**src/design/fspa_pkg.sv**
```systemverilog
// shared types and constants for the fixed slot pool allocator
// used by fspa_stack_ram, fspa_used_ram and fixed_slot_pool_allocator
package fspa_pkg;

  // pool geometry, both powers of two
  localparam int POOL_SLOTS = 64;
  localparam int SLOT_BYTES = 256;
  localparam int IDX_W      = $clog2(POOL_SLOTS);
  localparam int CNT_W      = $clog2(POOL_SLOTS + 1);
  localparam int OFS_W      = $clog2(SLOT_BYTES);
  localparam int ADDR_W     = 32;
  localparam int STATUS_W   = 3;
  localparam int SLOT_INDEX_W = 6;
  localparam logic [ADDR_W:0] AREA_BYTES = (ADDR_W + 1)'(POOL_SLOTS * SLOT_BYTES);

  // request codes
  localparam logic FUNC_ALLOC   = 1'b0;
  localparam logic FUNC_RELEASE = 1'b1;

  // result status codes
  localparam logic [STATUS_W-1:0] ST_ALLOCATED  = 3'd0;
  localparam logic [STATUS_W-1:0] ST_EXHAUSTED  = 3'd1;
  localparam logic [STATUS_W-1:0] ST_RELEASED   = 3'd2;
  localparam logic [STATUS_W-1:0] ST_NULL       = 3'd3;
  localparam logic [STATUS_W-1:0] ST_RANGE      = 3'd4;
  localparam logic [STATUS_W-1:0] ST_MISALIGNED = 3'd5;
  localparam logic [STATUS_W-1:0] ST_NOT_USED   = 3'd6;

  typedef struct packed {
    logic              func;
    logic [ADDR_W-1:0] release_address;
  } in_word_t;

  typedef struct packed {
    logic [STATUS_W-1:0]     status;
    logic [SLOT_INDEX_W-1:0] slot_index;
    logic [ADDR_W-1:0]       slot_address;
  } out_word_t;

  // free index stack port
  typedef struct packed {
    logic             rd_en;
    logic [IDX_W-1:0] rd_addr;
    logic             wr_en;
    logic [IDX_W-1:0] wr_addr;
    logic [IDX_W-1:0] wr_data;
  } stk_req_t;

  // in-use bitmap port
  typedef struct packed {
    logic             rd_en;
    logic [IDX_W-1:0] rd_addr;
    logic             wr_en;
    logic [IDX_W-1:0] wr_addr;
    logic             wr_data;
  } used_req_t;

  typedef enum logic {
    S_IDLE,
    S_EXEC
  } state_t;

endpackage

```
**src/design/fixed_slot_pool_allocator.sv**
```systemverilog
// top level of the fixed slot pool allocator
// depends on fspa_pkg, fspa_stack_ram and fspa_used_ram
//
// Hands out and takes back 64 slots of 256 bytes starting at pool_base. Each
// request word gives exactly one result word, in order. In the accept cycle
// (S_IDLE) the release address is checked and the free stack top and the
// in-use bit are read from their memories; in S_EXEC the read data comes back
// and, once the output register can take it, the result is formed and the
// memories and free count are written back. No new request is taken until
// the block is back in S_IDLE. The result sits in an output register, so a
// stalled result holds up the block only when the next result is ready to
// leave. No clearing pass is needed after reset. The user is to write pool_base
// through the cfg port while no request is in flight; the block does not check.
module fixed_slot_pool_allocator (
  input  logic                          clk,
  input  logic                          rst_n,
  input  logic                          in_valid,
  output logic                          in_stall,
  input  fspa_pkg::in_word_t            in_word,
  output logic                          out_valid,
  input  logic                          out_stall,
  output fspa_pkg::out_word_t           out_word,
  input  logic                          cfg_valid,
  output logic                          cfg_ready,
  input  logic [fspa_pkg::ADDR_W-1:0]   cfg_data
);
  import fspa_pkg::*;

  state_t            state_r, state_nxt;
  logic [ADDR_W-1:0] pool_base_r;
  logic [CNT_W-1:0]  free_count_r, free_count_nxt;
  logic              out_valid_r;
  out_word_t         out_word_r, result;
  logic              load_out;

  // request held from the accept cycle into S_EXEC
  logic              func_r;
  logic              chk_fail_r;
  logic [STATUS_W-1:0] chk_status_r;
  logic [IDX_W-1:0]  rel_idx_r;

  stk_req_t          stk_req;
  used_req_t         used_req;
  logic [IDX_W-1:0]  stk_rd_data;
  logic              used_rd_data;

  logic              in_accept;
  logic [ADDR_W:0]   diff;
  logic [ADDR_W-1:0] offset;
  logic              below, beyond, misaligned;
  logic [IDX_W-1:0]  rel_idx;
  logic              chk_fail;
  logic [STATUS_W-1:0] chk_status;
  logic [IDX_W-1:0]  top_addr;

  fspa_stack_ram u_stack (
    .clk     (clk),
    .rst_n   (rst_n),
    .req     (stk_req),
    .rd_data (stk_rd_data)
  );

  fspa_used_ram u_used (
    .clk     (clk),
    .rst_n   (rst_n),
    .req     (used_req),
    .rd_data (used_rd_data)
  );

  assign cfg_ready = 1'b1;
  assign in_accept = in_valid && !in_stall;

  // release address checks, done in the accept cycle
  assign diff       = {1'b0, in_word.release_address} - {1'b0, pool_base_r};
  assign below      = diff[ADDR_W];
  assign offset     = diff[ADDR_W-1:0];
  assign beyond     = {1'b0, offset} >= AREA_BYTES;
  assign misaligned = offset[OFS_W-1:0] != '0;
  assign rel_idx    = offset[OFS_W +: IDX_W];
  assign top_addr   = IDX_W'(free_count_r - CNT_W'(1));

  always_comb begin
    chk_fail   = 1'b1;
    chk_status = ST_NULL;
    if (in_word.release_address == '0) begin
      chk_status = ST_NULL;
    end else if (below || beyond) begin
      chk_status = ST_RANGE;
    end else if (misaligned) begin
      chk_status = ST_MISALIGNED;
    end else begin
      chk_fail   = 1'b0;
      chk_status = ST_NOT_USED;
    end
  end

  // sequencer: memory reads on accept, modify and write back in S_EXEC once the output register is free
  // in idle the input is never stalled, so valid alone marks an accept
  always_comb begin
    state_nxt      = state_r;
    in_stall       = 1'b1;
    load_out       = 1'b0;
    free_count_nxt = free_count_r;
    result         = '0;
    stk_req        = '0;
    used_req       = '0;
    unique case (state_r)
      S_IDLE: begin
        in_stall         = 1'b0;
        stk_req.rd_en    = in_valid;
        stk_req.rd_addr  = top_addr;
        used_req.rd_en   = in_valid;
        used_req.rd_addr = rel_idx;
        if (in_valid) begin
          state_nxt = S_EXEC;
        end
      end
      S_EXEC: begin
        if (!out_valid_r || !out_stall) begin
          load_out  = 1'b1;
          state_nxt = S_IDLE;
          if (func_r == FUNC_ALLOC) begin
            if (free_count_r == '0) begin
              result.status = ST_EXHAUSTED;
            end else begin
              result.status       = ST_ALLOCATED;
              result.slot_index   = SLOT_INDEX_W'(stk_rd_data);
              result.slot_address = pool_base_r
                                  + (ADDR_W'(stk_rd_data) << OFS_W);
              free_count_nxt      = free_count_r - CNT_W'(1);
              used_req.wr_en      = 1'b1;
              used_req.wr_addr    = stk_rd_data;
              used_req.wr_data    = 1'b1;
            end
          end else begin
            if (chk_fail_r) begin
              result.status = chk_status_r;
            end else if (!used_rd_data) begin
              result.status = ST_NOT_USED;
            end else begin
              result.status     = ST_RELEASED;
              result.slot_index = SLOT_INDEX_W'(rel_idx_r);
              used_req.wr_en    = 1'b1;
              used_req.wr_addr  = rel_idx_r;
              used_req.wr_data  = 1'b0;
              // push dropped when the stack is already full
              if (free_count_r < CNT_W'(POOL_SLOTS)) begin
                stk_req.wr_en   = 1'b1;
                stk_req.wr_addr = IDX_W'(free_count_r);
                stk_req.wr_data = rel_idx_r;
                free_count_nxt  = free_count_r + CNT_W'(1);
              end
            end
          end
        end
      end
      default: begin
        state_nxt = S_IDLE;
      end
    endcase
  end

  // control registers
  always_ff @(posedge clk) begin
    if (!rst_n) begin
      state_r      <= S_IDLE;
      free_count_r <= CNT_W'(POOL_SLOTS);
      out_valid_r  <= 1'b0;
      pool_base_r  <= '0;
    end else begin
      state_r      <= state_nxt;
      free_count_r <= free_count_nxt;
      if (load_out) begin
        out_valid_r <= 1'b1;
      end else if (!out_stall) begin
        out_valid_r <= 1'b0;
      end
      if (cfg_valid && cfg_ready) begin
        pool_base_r <= cfg_data;
      end
    end
  end

  // payload registers
  always_ff @(posedge clk) begin
    if (in_accept) begin
      func_r       <= in_word.func;
      chk_fail_r   <= chk_fail;
      chk_status_r <= chk_status;
      rel_idx_r    <= rel_idx;
    end
    if (load_out) begin
      out_word_r <= result;
    end
  end

  assign out_valid = out_valid_r;
  assign out_word  = out_word_r;

endmodule

```
**src/design/fspa_stack_ram.sv**
```systemverilog
// free index stack: synchronous memory with registered read data
// an entry never written reads as its own index; depends on fspa_pkg
module fspa_stack_ram (
  input  logic                           clk,
  input  logic                           rst_n,
  input  fspa_pkg::stk_req_t             req,
  output logic [fspa_pkg::IDX_W-1:0]     rd_data
);
  import fspa_pkg::*;

  logic [IDX_W-1:0]      stack_mem_r [POOL_SLOTS];
  logic [POOL_SLOTS-1:0] vld_r;
  logic [IDX_W-1:0]      rd_word_r;
  logic [IDX_W-1:0]      rd_addr_r;
  logic                  rd_vld_r;

  // memory array write and registered read
  always_ff @(posedge clk) begin
    if (req.wr_en) begin
      stack_mem_r[req.wr_addr] <= req.wr_data;
    end
    if (req.rd_en) begin
      rd_word_r <= stack_mem_r[req.rd_addr];
      rd_addr_r <= req.rd_addr;
      rd_vld_r  <= vld_r[req.rd_addr];
    end
  end

  // written flags, cleared by reset
  always_ff @(posedge clk) begin
    if (!rst_n) begin
      vld_r <= '0;
    end else if (req.wr_en) begin
      vld_r[req.wr_addr] <= 1'b1;
    end
  end

  // unwritten entry reads as its reset value, the index itself
  assign rd_data = rd_vld_r ? rd_word_r : rd_addr_r;

endmodule

```
**src/design/fspa_used_ram.sv**
```systemverilog
// per-slot in-use bitmap: synchronous memory with registered read data
// an entry never written reads as free; depends on fspa_pkg
module fspa_used_ram (
  input  logic                  clk,
  input  logic                  rst_n,
  input  fspa_pkg::used_req_t   req,
  output logic                  rd_data
);
  import fspa_pkg::*;

  logic                  used_mem_r [POOL_SLOTS];
  logic [POOL_SLOTS-1:0] vld_r;
  logic                  rd_bit_r;
  logic                  rd_vld_r;

  // memory array write and registered read
  always_ff @(posedge clk) begin
    if (req.wr_en) begin
      used_mem_r[req.wr_addr] <= req.wr_data;
    end
    if (req.rd_en) begin
      rd_bit_r <= used_mem_r[req.rd_addr];
      rd_vld_r <= vld_r[req.rd_addr];
    end
  end

  // written flags, cleared by reset
  always_ff @(posedge clk) begin
    if (!rst_n) begin
      vld_r <= '0;
    end else if (req.wr_en) begin
      vld_r[req.wr_addr] <= 1'b1;
    end
  end

  assign rd_data = rd_vld_r & rd_bit_r;

endmodule

```
**config.mk**
```make
export PLATFORM = sky130hd
export DESIGN_NAME = fixed_slot_pool_allocator
export DESIGN_NICKNAME = d
export VERILOG_FILES = /design/src/design/fspa_pkg.sv /design/src/design/fixed_slot_pool_allocator.sv /design/src/design/fspa_stack_ram.sv /design/src/design/fspa_used_ram.sv
export SDC_FILE = /design/constraint.sdc
export NUM_CORES = 1
export LEC_CHECK = 0
export BUFFER_PORTS_ARGS = -buffer_cell sky130_fd_sc_hd__clkbuf_2
export CORE_MARGIN = 2
export CORE_UTILIZATION = 37
export DETAILED_ROUTE_END_ITERATION = 6
export PLACE_DENSITY_LB_ADDON = 0.05
export SLEW_MARGIN = 40
export SYNTH_ARGS = -nofsm -noshare
export SYNTH_HDL_FRONTEND = slang
export SYNTH_SLANG_ARGS = --single-unit
```
**constraint.sdc**
```tcl
create_clock -name clk -period 4.9 [get_ports clk]
set_input_delay 0.98 -clock clk [delete_from_list [all_inputs] [get_ports clk]]
set_output_delay 0.98 -clock clk [all_outputs]
set_load 0.02 [all_outputs]
```
Word level (Yosys, flattened, before mapping)

Memories as Yosys holds them, arrays and structs flattened. A register that Yosys moved wholly into a read port is not among the register bits.
Index checks and enable logic that the tools add are counted.

Bits in registers: 229
Input port bits: 70
Output and inout bits: 44
RAM bits: 448
Memories kept: 2

Memories:

| name                | words | bits a word | rd ports | clocked after memory_dff | write ports | RTL line             | source |
|---|---|---|---|---|---|---|---|
| u_stack.stack_mem_r | 64    | 6           | 1        | 1                        | 1           | fspa_stack_ram.sv:11 | `logic [IDX_W-1:0] stack_mem_r [POOL_SLOTS];` |
| u_used.used_mem_r   | 64    | 1           | 1        | 1                        | 1           | fspa_used_ram.sv:11  | `logic used_mem_r [POOL_SLOTS];` |

$lt $le $gt $ge: 8
Bitwise operators: 5
Equal/unequal tests: 5
Reductions and logical operators: 14
Multiplexer cells: 50
Add/sub/neg operators: 4

Operators with widths:

| cell                 | number |
|---|---|
| $or 64x64->64        | 2 |
| $mux 13              | 6 |
| $mux 7               | 7 |
| $mux 8               | 6 |
| $mux 38              | 1 |
| $sub 32x32->33       | 1 |
| $add 32x14->32       | 1 |
| $ge 32x15->1 const B | 1 |
| $logic_not 32->1     | 1 |
| $lt 6x7->1 const B   | 4 |
| $mux 6               | 3 |
| $mux 1               | 17 |
| $bmux 1 s6           | 2 |
| $demux 1 s6          | 2 |
| $ge 6x1->1 const B   | 2 |
| $mux 9               | 1 |
| $reduce_bool 8->1    | 1 |
| $add 7x1->7 const B  | 1 |
| $logic_not 7->1      | 1 |
| $lt 7x7->1 const B   | 1 |
| $sub 7x1->7 const B  | 1 |
| $mux 3               | 2 |
| $ne 2x1->1 const B   | 3 |
| $reduce_and 6->1     | 1 |
| other kinds (11)     | 18 |

Depth between registers and ports, before layout

Depth after elaboration: 12
Depth in mapped cells: 15
Gate-level depth less buffers: 13

Modules after synthesis

Synthesis repeated with hierarchy kept, for this count alone.

Cells, all modules: 2076
Area, all modules: 29932.5 um2

Modules (own cells, without submodules):

| module                    | cells each | area an instance (um2) | seq. area each (um2) | instances |
|---|---|---|---|---|
| fspa_stack_ram            | 930        | 17863.4                | 13202.7              | 1 |
| fixed_slot_pool_allocator | 764        | 6796.5                 | 2382.3               | 1 |
| fspa_used_ram             | 382        | 5272.6                 | 3263.1               | 1 |

Least setup slack after synthesis

OpenSTA, ideal clock, no wires.

Kind: input -> register
Start: input port out_stall
End: memory u_used.used_mem_r[45], enable pin
Setup time: 307 ps
Required time: 4593 ps
Slack: 522 ps
Stages on the path: 9
Arrival time: 4070 ps
Buffers on the path: 0
Cell sequence: nand2_1 > nand2_1 > inv_1 > nand2_1 > inv_1 > a22oi_1 > inv_1 > nand3_1 > nor2_1

Longest elaborated chain between the ends: 6

RTL lines:

| item                         | RTL line                         | source |
|---|---|---|
| start: declaration           | fixed_slot_pool_allocator.sv:21  | `input logic out_stall,` |
| $logic_not 1->1 *            | --                               |  |
| $logic_or 1x1->1 *           | fixed_slot_pool_allocator.sv:119 | `if (!out_valid_r \|\| !out_stall) begin` |
| $mux 8 *                     | fixed_slot_pool_allocator.sv:119 |  |
| $mux 8 *                     | fixed_slot_pool_allocator.sv:107 | `unique case (state_r)` |
| $mux 1                       | fspa_used_ram.sv:18              | `if (req.wr_en) begin` |
| $mux 1 (implied by the code) | fspa_used_ram.sv:19              | `used_mem_r[req.wr_addr] <= req.wr_data;` |
| end: declaration             | fspa_used_ram.sv:11              |  |

Mark *: on every way between the ends. The rest lies on a longest branch, timed or not.

Final worst setup path

Start: input port in_word[0] in the netlist's numbering
End: register chk_fail_r (data pin)

Longest elaborated chain between the ends: 4

RTL lines:

| item                      | RTL line                         | source |
|---|---|---|
| start: declaration        | fixed_slot_pool_allocator.sv:19  | `input fspa_pkg::in_word_t in_word,` |
| $sub 32x32->33            | fixed_slot_pool_allocator.sv:74  | `assign diff = {1'b0, in_word.release_address} - {1'b0, pool_base_r};` |
| $ge 32x15->1              | fixed_slot_pool_allocator.sv:77  | `assign beyond = {1'b0, offset} >= AREA_BYTES;` |
| $logic_or 1x1->1          | fixed_slot_pool_allocator.sv:87  | `end else if (below \|\| beyond) begin` |
| $reduce_or 2->1 (no line) | --                               |  |
| end signal: assignment    | fixed_slot_pool_allocator.sv:188 | `chk_fail_r <= chk_fail;` |
| end: declaration          | fixed_slot_pool_allocator.sv:38  | `logic chk_fail_r;` |

Parallel ways exist; a longest one is shown, timed or not.
A chain may end at the register's enable or synchronous reset.

==> impl_metrics.prom <==
# TYPE chip_impl_metric gauge
chip_impl_metric{name="post_route_cells_drive_above_1_share",unit="%"} 14.8
chip_impl_metric{name="grt_overflow",unit=""} 0
chip_impl_info{name="criticalPathCategory",value="in2reg"} 1
chip_impl_metric{name="die_x",unit="µm"} 288
chip_impl_info{name="synthMostInstantiatedCell",value="sky130_fd_sc_hd__edfxtp_1"} 1
chip_impl_metric{name="totalNegativeSetupSlack",unit="ns"} 0
chip_impl_metric{name="final.min_clock_period",unit="ns"} 3.96
chip_impl_info{name="ys_dominant_reg_cell",value="sky130_fd_sc_hd__edfxtp_1"} 1
chip_impl_metric{name="place.port_buffers",unit=""} 112
chip_impl_metric{name="post_synth_net_total",unit=""} 2530
chip_impl_info{name="synth_common_cells",value="sky130_fd_sc_hd__edfxtp_1, sky130_fd_sc_hd__nand2_1, sky130_fd_sc_hd__nor2_1"} 1
chip_impl_info{name="dominant_cells_by_area_after_synthesis",value="sky130_fd_sc_hd__edfxtp_1, sky130_fd_sc_hd__dfxtp_1, sky130_fd_sc_hd__mux2i_1"} 1
chip_impl_metric{name="layout.nets",unit=""} 2662
chip_impl_metric{name="cts_made_buffers",unit=""} 77
chip_impl_metric{name="worst-r2r-cell-count",unit=""} 12
chip_impl_metric{name="finalHoldViolations",unit=""} 0
chip_impl_metric{name="post-route-util",unit="%"} 43.0
chip_impl_metric{name="number_of_fillers_in_the_final_layout",unit=""} 7490
chip_impl_metric{name="cts_hold_buffers",unit=""} 0
chip_impl_metric{name="clk-insertion-delay-late",unit="ns"} 0.64
chip_impl_metric{name="grt_max_degree",unit=""} 122
chip_impl_metric{name="finalCritPeriodShare",unit="%"} 80.8
chip_impl_metric{name="synth_cells",unit=""} 2417
chip_impl_metric{name="numClockSinks",unit=""} 684
chip_impl_metric{name="synth-edff-count",unit=""} 515
chip_impl_metric{name="ir_drop",unit="V"} 0.000246
chip_impl_metric{name="fp.dieArea",unit="mm²"} 0.0832
chip_impl_metric{name="max_stage_delay",unit="ns"} 0.43
chip_impl_metric{name="ys.warnings.count",unit=""} 0
chip_impl_metric{name="routedWlPerCell",unit="µm"} 23.9
chip_impl_metric{name="asyncSetResetFlopFracSynth",unit="%"} 0
chip_impl_metric{name="cp_data_required_time",unit="ns"} 5.25
chip_impl_metric{name="post_synth_instance_area",unit="mm²"} 0.0299
chip_impl_metric{name="initial_standard_cell_utilization_of_the_core",unit="%"} 37.3
chip_impl_metric{name="clk_pin_slew",unit="ns"} 0.06
chip_impl_metric{name="antennaDiodeCount",unit=""} 0
chip_impl_metric{name="report.final.slew_viol_count",unit=""} 0
chip_impl_info{name="worstPathCellList",value="clkbuf_2, inv_1, ha_1, inv_1, fa_1, a211oi_2, o21ai_2, a21oi_1, o21ai_0, a41o_1, xor2_1, nor4b_1, nand4_1, or4_1"} 1
chip_impl_info{name="rsz0062_at_grt",value="no"} 1
chip_impl_metric{name="critPathArrivalTime",unit="ns"} 4.31
chip_impl_metric{name="htreeDepth",unit=""} 3
chip_impl_info{name="clockRootBuffer",value="sky130_fd_sc_hd__clkbuf_16"} 1
chip_impl_info{name="cpMaxStageDelayCell",value="sky130_fd_sc_hd__fa_1"} 1
chip_impl_metric{name="initial_antenna_violation_count",unit=""} 0
chip_impl_metric{name="p_leak",unit="µW"} 0.0111
chip_impl_metric{name="post-dp-hpwl",unit="mm"} 57.4
chip_impl_metric{name="first_iter_violations",unit=""} 1314
chip_impl_metric{name="avgSynthCellArea",unit="µm²"} 12.4
chip_impl_metric{name="routed_wl",unit="mm"} 87.7
chip_impl_metric{name="synth_largest_type_area_fraction",unit="%"} 51.7
chip_impl_metric{name="drt_first_pass_iters",unit=""} 5
chip_impl_metric{name="max_cap_viol_count",unit=""} 0
chip_impl_metric{name="setup_viol",unit=""} 0
chip_impl_metric{name="clockBufferDepth",unit=""} 3
chip_impl_metric{name="max_slew.worst_pin.slew",unit="ns"} 0.842
chip_impl_info{name="endpoint_kind",value="register"} 1
chip_impl_metric{name="synth.lib_cells_used.distinct",unit=""} 73
chip_impl_metric{name="clock-skew-final",unit="ns"} 0.0249
chip_impl_info{name="most_common_cell_on_crit_path",value="sky130_fd_sc_hd__inv_1"} 1
chip_impl_metric{name="grt_util_all_layers",unit="%"} 21.1
chip_impl_metric{name="whs_path_depth",unit=""} 1
chip_impl_metric{name="postCtsSetupRepairBufs",unit=""} 0
chip_impl_metric{name="gp_congestion",unit=""} 0.864
chip_impl_metric{name="die-height",unit="µm"} 288
chip_impl_metric{name="synth_seq_area_share",unit="%"} 63.0
chip_impl_info{name="synth_top_area_cell",value="sky130_fd_sc_hd__edfxtp_1"} 1
chip_impl_metric{name="ioPinCount",unit=""} 114
chip_impl_metric{name="viasPerCell",unit=""} 5.48
chip_impl_metric{name="number_of_gates_resized_after_cts",unit=""} 0
chip_impl_metric{name="routed-via-count",unit=""} 20100
chip_impl_info{name="startpoint_type",value="primary input"} 1
chip_impl_metric{name="grt_pass1_vias",unit=""} 20600
chip_impl_metric{name="ys_ff_latch",unit=""} 684
chip_impl_metric{name="placeableCoreArea",unit="mm²"} 0.0803
chip_impl_metric{name="worstPathMaxFanout",unit=""} 4
chip_impl_metric{name="timing.slew.headroom",unit="%"} 43.5
chip_impl_metric{name="cell_rows",unit=""} 104
chip_impl_metric{name="cellPowerDensity",unit="mW/mm²"} 397
chip_impl_metric{name="drcViolationCount",unit=""} 0
chip_impl_info{name="cts_tree",value="yes"} 1
chip_impl_info{name="run_status",value="completed"} 1
chip_impl_metric{name="wire_length_of_the_first_global_routing_pass",unit="mm"} 131
chip_impl_metric{name="flow.area_growth_from_synthesis",unit="%"} 15.2
chip_impl_metric{name="clock.fmax",unit="MHz"} 253
chip_impl_info{name="hold_path_class",value="reg2reg"} 1
chip_impl_metric{name="final_antenna_net_count",unit=""} 0
==> routing by layer <==
| layer | global-route usage (%) | wire length (µm) |
|---|---|---|
| met3 | 3.22 | 3570 |
| met1 | 27.9 | 39000 |
| met4 | 6.92 | 2680 |
| met2 | 35.4 | 42400 |
| met5 | 0 | 0 |
==> worst max-delay path, delay by kind of cell <==
kind | cells | cell delay [ns]
xor gates and xnor gates | 1 | 0.15
buffers and inverters | 3 | 0.19
AOI/OAI and AO/OA | 5 | 1.48
adders and majority gates | 2 | 0.59
and+or+nand+nor | 3 | 0.91
==> cells by family after synthesis <==
group / after synthesis / synth area share, %
AO/OA/AOI/OAI: 598 / 14.1
buffers and inverters: 209 / 2.70
multiplexers: 161 / 6.77
XOR/XNOR: 38 / 1.11
AND/OR/NAND/NOR: 683 / 10.5
other: 1 / 0.0125
adder cells (fa/ha/maj): 43 / 1.85
flip-flops: 684 / 63.0
==> flip-flops by register name (all words and copies together), names as in the netlist, 3 cells and up <==
name,flops
u_stack.vld_r,64
pool_base_r,32
u_stack.stack_mem_r,384
u_used.vld_r,64
chk_status_r,3
free_count_r,7
u_stack.rd_word_r,6
rel_idx_r,6
out_word,41
u_used.used_mem_r,64
u_stack.rd_addr_r,6
==> report_power, final <==
part | leakage, µW | switching, µW | internal, µW | total (µW)
clock network | 0.00116 | 2370 | 3110 | 5480
registers | 0.00526 | 49.6 | 6260 | 6310
logic | 0.00470 | 1260 | 643 | 1900
total | 0.0111 | 3680 | 10000 | 13700
==> layout by cell type (no fill, tap or decap), types with 13 or more instances in the layout <==
cell,netlist,final
sky130_fd_sc_hd__a21oi_1,76,75
sky130_fd_sc_hd__nand3_1,61,60
sky130_fd_sc_hd__nand2_1,221,220
sky130_fd_sc_hd__nand4_1,16,16
sky130_fd_sc_hd__clkbuf_16,0,77
sky130_fd_sc_hd__nor3_1,27,26
sky130_fd_sc_hd__xnor2_1,28,27
sky130_fd_sc_hd__inv_1,60,57
sky130_fd_sc_hd__buf_4,1,78
sky130_fd_sc_hd__ha_1,41,41
sky130_fd_sc_hd__o22ai_1,31,31
sky130_fd_sc_hd__a31oi_1,18,18
sky130_fd_sc_hd__mux4_2,32,32
sky130_fd_sc_hd__a211oi_1,53,53
sky130_fd_sc_hd__dfxtp_1,169,168
sky130_fd_sc_hd__clkinv_1,3,13
sky130_fd_sc_hd__nor2b_1,37,36
sky130_fd_sc_hd__nor2_1,197,195
sky130_fd_sc_hd__edfxtp_1,515,515
sky130_fd_sc_hd__o21a_1,135,135
sky130_fd_sc_hd__or3_1,19,19
sky130_fd_sc_hd__clkbuf_2,0,111
sky130_fd_sc_hd__o21ai_0,92,92
sky130_fd_sc_hd__o221ai_1,33,33
sky130_fd_sc_hd__a311oi_1,52,52
sky130_fd_sc_hd__o211ai_1,29,29
sky130_fd_sc_hd__clkbuf_1,119,27
sky130_fd_sc_hd__mux2i_1,118,118
sky130_fd_sc_hd__and2_1,64,58
==> area by class of cell <==
class	instances	area, µm²	area share, %
clock buffer	112	2140	6.20
multi-input combinational	1524	10400	30.0
tap	1060	1330	3.85
clock inverter	31	246	0.715
inverter	63	241	0.700
timing repair buffer	199	1330	3.85
sequential	684	18900	54.7
==> stage by stage <==
step	worst slack [ns]	total power (µW)	area (µm²)	std cells	hold slack (ns)
2_1_floorplan	0.522	7640	29900	2417	0.433
3_3_place_gp	0.367	8340	32000	3529	0.441
6_report	0.942	13700	34500	3673	0.458
3_5_place_dp	0.376	8340	32100	3529	0.445
5_1_grt	0.770	14200	34500	3673	0.476
4_1_cts	1.01	13900	34400	3672	0.460
==> worst paths after layout <==
check | from | endpoint | slack, ns
worst max-delay path | in_word[0] | chk_fail_r$_SDFFCE_PP1P_ | 0.94
worst min-delay path | u_stack.vld_r[28]$_SDFFE_PN0P_ | u_stack.vld_r[28]$_SDFFE_PN0P_ | 0.46
worst max register to register | pool_base_r[0]$_SDFFE_PN0P_ | chk_fail_r$_SDFFCE_PP1P_ | 1.09
worst min register to register | u_stack.vld_r[28]$_SDFFE_PN0P_ | u_stack.vld_r[28]$_SDFFE_PN0P_ | 0.46
No activity file was read; power rests on OpenSTA's default activity.
